==> src/rtl/ghe_pkg.sv <==
// shared types and constants for the group histogram equalizer
package ghe_pkg;
	localparam int DATA_W = 28;
	localparam int BW_W = 25;
	localparam int CNT_W = 16;
	localparam int LEVEL_W = 25;
	localparam int MODE_W = 2;
	localparam int STATUS_W = 2;
	localparam int CFG_IDX_W = 2;
	localparam int FRAC_W = 24;
	localparam int DIV_W = CNT_W + FRAC_W;

	localparam logic [MODE_W-1:0] MODE_CLEAR = 2'd0;
	localparam logic [MODE_W-1:0] MODE_ADD = 2'd1;
	localparam logic [MODE_W-1:0] MODE_MAP = 2'd2;
	localparam logic [MODE_W-1:0] MODE_UNUSED = 2'd3;

	localparam logic [STATUS_W-1:0] ST_OK = 2'd0;
	localparam logic [STATUS_W-1:0] ST_RANGE = 2'd1;
	localparam logic [STATUS_W-1:0] ST_SMALL = 2'd2;

	localparam logic [CFG_IDX_W-1:0] REG_RANGE_LOW = 2'd0;
	localparam logic [CFG_IDX_W-1:0] REG_BIN_WIDTH = 2'd1;
	localparam logic [CFG_IDX_W-1:0] REG_MIN_GROUP = 2'd2;

	typedef enum logic [3:0] {
		ST_IDLE, ST_SWEEP, ST_BIN_DIV, ST_ADD_RD, ST_ADD_WR,
		ST_PFX_RD, ST_PFX_WR, ST_MAP_RD, ST_MAP_DIV, ST_OUT
	} state_t;

	typedef struct packed {
		logic start;
		logic [DIV_W-1:0] dividend;
		logic [BW_W-1:0] divisor;
	} div_req_t;
endpackage

==> src/rtl/ghe_divider.sv <==
// restoring divider, one quotient bit per cycle
module ghe_divider (
	input logic clk,
	input logic arst_n,
	input ghe_pkg::div_req_t req,
	output logic busy,
	output logic [ghe_pkg::DIV_W-1:0] quotient
);
	localparam int QW = ghe_pkg::DIV_W;
	localparam int RW = ghe_pkg::BW_W + 1;

	logic [QW-1:0] quo_q;
	logic [RW-1:0] rem_q;
	logic [ghe_pkg::BW_W-1:0] dvs_q;
	logic [$clog2(QW+1)-1:0] cnt_q;
	logic [RW-1:0] trial;
	logic [RW:0] diff;

	assign trial = {rem_q[RW-2:0], quo_q[QW-1]};
	assign diff = {1'b0, trial} - {2'b00, dvs_q};

	always_ff @(posedge clk or negedge arst_n) begin
		if (!arst_n) begin
			cnt_q <= '0;
		end else if (req.start) begin
			cnt_q <= ($clog2(QW+1))'(QW);
		end else if (cnt_q != '0) begin
			cnt_q <= cnt_q - 1'b1;
		end
	end

	always_ff @(posedge clk) begin
		if (req.start) begin
			quo_q <= req.dividend;
			rem_q <= '0;
			dvs_q <= req.divisor;
		end else if (cnt_q != '0) begin
			if (!diff[RW]) begin
				rem_q <= diff[RW-1:0];
				quo_q <= {quo_q[QW-2:0], 1'b1};
			end else begin
				rem_q <= trial;
				quo_q <= {quo_q[QW-2:0], 1'b0};
			end
		end
	end

	assign busy = (cnt_q != '0);
	assign quotient = quo_q;
endmodule

==> config.mk <==
export PLATFORM = sky130hd
export DESIGN_NAME = ghe_divider
export DESIGN_NICKNAME = d
export VERILOG_FILES = /design/src/rtl/ghe_pkg.sv /design/src/rtl/ghe_divider.sv
export SDC_FILE = /design/constraint.sdc
export NUM_CORES = 1
export LEC_CHECK = 0
export BUFFER_PORTS_ARGS = -buffer_cell sky130_fd_sc_hd__buf_4
export CAP_MARGIN = 20
export CORE_MARGIN = 3
export CORE_UTILIZATION = 45
export DETAILED_ROUTE_END_ITERATION = 8
export HOLD_SLACK_MARGIN = 0.08
export PLACE_DENSITY = 0.7
export REMOVE_ABC_BUFFERS = 1
export SLEW_MARGIN = 10
export SYNTH_ARGS = -nofsm -noshare
export SYNTH_HDL_FRONTEND = slang
export SYNTH_SLANG_ARGS = --single-unit
==> constraint.sdc <==
create_clock -name clk -period 3.05 [get_ports clk]
set_input_delay 0.915 -clock clk [delete_from_list [all_inputs] [get_ports clk]]
set_output_delay 0.915 -clock clk [all_outputs]
set_load 0.03 [all_outputs]
==> summary.md <==
| Metric | Value |
|---|---|
| Status | complete, no violations |
| Dominant synthesized flop cell | edfxtp_1 |
| Post-Route WL | 11,920 µm |
| Max IR drop VDD | 0.3880 mV |
| Congestion Overflow GR | 0 |
| Setup TNS | 0 ps |
| Crit path max fanout | 13 |
| Dpl ws | -80.93 ps |
| Placed wire-length estimate | 8983 µm |
| Vias in the first global route | 4,063 |
| Vias | 3,987 |
| Final worst slack | 178.4 ps |
| CP Data Arrival Time | 2960 ps |
| Worst r2r src | quotient[39] |
| Capture point of the worst reg-to-reg path | quotient[0] |
| R2R Setup Slk | 180 ps |
| Final core utilization | 0.5769 |
| Share of layout cells above drive strength 1 | 0.3255 |
| Initial Utilization | 0.4626 |
| Final setup violation count | 0 |
| Min cycle time layout | 2872 ps |
| Most frequent cells in the layout | buf_4 (122), edfxtp_1 (65), mux2_2 (41) |
| CP Capture Point | quotient[0] |
| PwrDens | 752.5 mW/mm² |
| Sink Count | 96 |
| # port buffers | 108 |
| Site Rows | 39 |
| Fin area | 0.006615 mm² |
| CTS tree | built |
| Worst-margin pin slew | 506.4 ps |
| Leakage | 0.002765 µW |
| Fillers | 963 |
| CP Data Required Time | 3140 ps |
| Hold-fix buffers, CTS | 0 |
| First-pass GRT wire length | 19,600 µm |
| Worst Hold Class | input pin to asynchronous set/reset pin |
| CTS HTree Levels | 3 |
| Syn. warnings | 0 |
| Crit. Startpoint | quotient[39] |
| Max-cap violation count | 0 |
| Critical path class | flip-flop to flip-flop |
| Post-synthesis sequential area ratio | 0.4906 |
| Via density | 5.395 |
| Final hold vios | 0 |
| Ys async rst share | 0.06250 |
| Slowest Stage Delay on Critical Path | 400 ps |
| Crit end category | flip-flop |
| Crit-path slowest cell | edfxtp_1 |
| Cell variety after synth | 60 |
| CP cell instances | inv_1 > ha_1 > inv_1 > fa_1 > a21o_1 > a221oi_4 > o211ai_4 > a31oi_4 > a31oi_4 > buf_12 > mux2_2 |
| Worst-Skew Late Latency | 340 ps |
| I/O pins | 109 |
| RSZ-0062 raised after global routing | yes |
| Worst reg-to-reg path cell count | 11 |
| DR pass1 iterations | 4 |
| Max_slew headroom | 0.6624 |
| Cell Area, Synth | 0.005305 mm² |
| Routability Congestion | 0.8279 |
| Total CTS buffers | 9 |
| Final Cycle Share | 0.9415 |
| WL/cell | 16.14 µm |
| Number of nets in the layout | 686 |
| Cell count after synthesis | 477 |
| Post-DRT Antenna Nets | 0 |
| Total GRT Usage | 0.1879 |
| Final Slew Violations | 0 |
| Syn Area/Cell | 11.12 µm² |
| Iter 0 DRT Violations | 177 |
| Placed cell area | 0.006287 mm² |
| Core Region | 0.01147 mm² |
| Area Overhead vs Synth | 24.69% |
| DRC | 0 |
| Clk buf depth | 2 |
| N_diodes | 0 |
| Die Wd | 114.6 µm |
| Die area | 0.01313 mm² |
| Die Y | 114.6 µm |
| Initial antenna violation count | 0 |
| Post-synth EDFFs | 65 |
| Clock edge transition at the registers on the reported setup and hold paths | 70 ps |
| F_max | 348.2 MHz |
| Clk_skew | 4.992 ps |
| Clock root buffer | clkbuf_16 |
| Most common cell after layout, fill and taps aside | buf_4 |
| Startpoint Class | flip-flop |
| Largest net degree at the start of global routing | 41 |
| Number of synthesized register bits | 96 |
## worst min path at each step
stage / endpoint / cells after the start / from
after floorplan: rem_q[10] / 2 / rem_q[10]
after global placement: rem_q[13] / 2 / rem_q[13]
after detailed placement: rem_q[12] / 2 / rem_q[12]
after CTS: cnt_q[3] / 1 / arst_n
after global routing: cnt_q[4] / 1 / arst_n
final: cnt_q[1] / 1 / arst_n
## flip-flops by register name, summed over array words and instances, names as in the netlist
signal / cells
quotient: 40
cnt_q: 6
rem_q: 25
dvs_q: 25
## power breakdown
| part | switching (µW) | internal (µW) |
|---|---|---|
| registers | 168 | 1640 |
| logic | 1150 | 983 |
| clock network | 478 | 557 |
## synth_stat cells, drive strengths merged (8+ instances only)
library cell / n / share of area
a211oi: 15 / 0.021
ha: 26 / 0.061
inv: 35 / 0.025
xor2: 8 / 0.013
dfxtp: 25 / 0.094
clkbuf: 13 / 0.0094
nor3: 10 / 0.010
a21oi: 31 / 0.030
nand2: 35 / 0.025
mux2i: 16 / 0.030
buf: 9 / 0.013
edfxtp: 65 / 0.37
mux2: 41 / 0.087
nor2: 36 / 0.025
xnor2: 10 / 0.017
o21ai: 12 / 0.011
## worst max-delay path, delay by kind of cell, from the launching register on
family	cells	cell delay [ps]
compound gates	5	1070
flops	1	400
buf+inv	3	340
fa+ha+maj	2	550
mux	1	260
## cells by family after synthesis
kind of cell,count (synthesis),share of synthesized area
AO/OA/AOI/OAI,102,0.1410
adder cells (fa/ha/maj),27,0.06509
AND/OR/NAND/NOR,119,0.1087
XOR/XNOR,18,0.02972
multiplexers,57,0.1172
flip-flops,96,0.4906
buffers and inverters,58,0.04764
## metrics by stage
| stage | hold WS [ps] | cells | total power, µW |
|---|---|---|---|
| after detailed placement | 470.4 | 719 | 3879 |
| after global routing | 362.9 | 739 | 5317 |
| after floorplan | 442.4 | 455 | 3281 |
| final | 370.3 | 739 | 4978 |
| after CTS | 360.8 | 736 | 4956 |
| after global placement | 461.2 | 719 | 3818 |
## layer usage
metal	GRT usage	wire length, µm	part of all wire
met1	0.2331	5018	0.42
met2	0.2899	5531	0.46
met3	0.07400	1108	0.093
met4	0.08234	265	0.022
met5	0	0	0
## final cells by class
cell class / count / area (µm²) / share of cell area
clock buffer: 12 / 236.5 / 0.03575
tap: 143 / 178.9 / 0.02705
multi-input combinational: 323 / 2474 / 0.3739
sequential: 96 / 2603 / 0.3934
timing repair buffer: 125 / 958.4 / 0.1449
inverter: 36 / 135.1 / 0.02043
clock inverter: 4 / 30.03 / 0.004539
## what timing repair did
action / 4_1_cts / 5_1_grt
buffers inserted: 1 / 3
gates resized for setup: 1 / 4
endpoints found under the setup margin: 13 / 21
hold endpoints to repair: 0 / 0
pin swaps: 1 / 4
No activity file was read; power rests on OpenSTA's default activity.
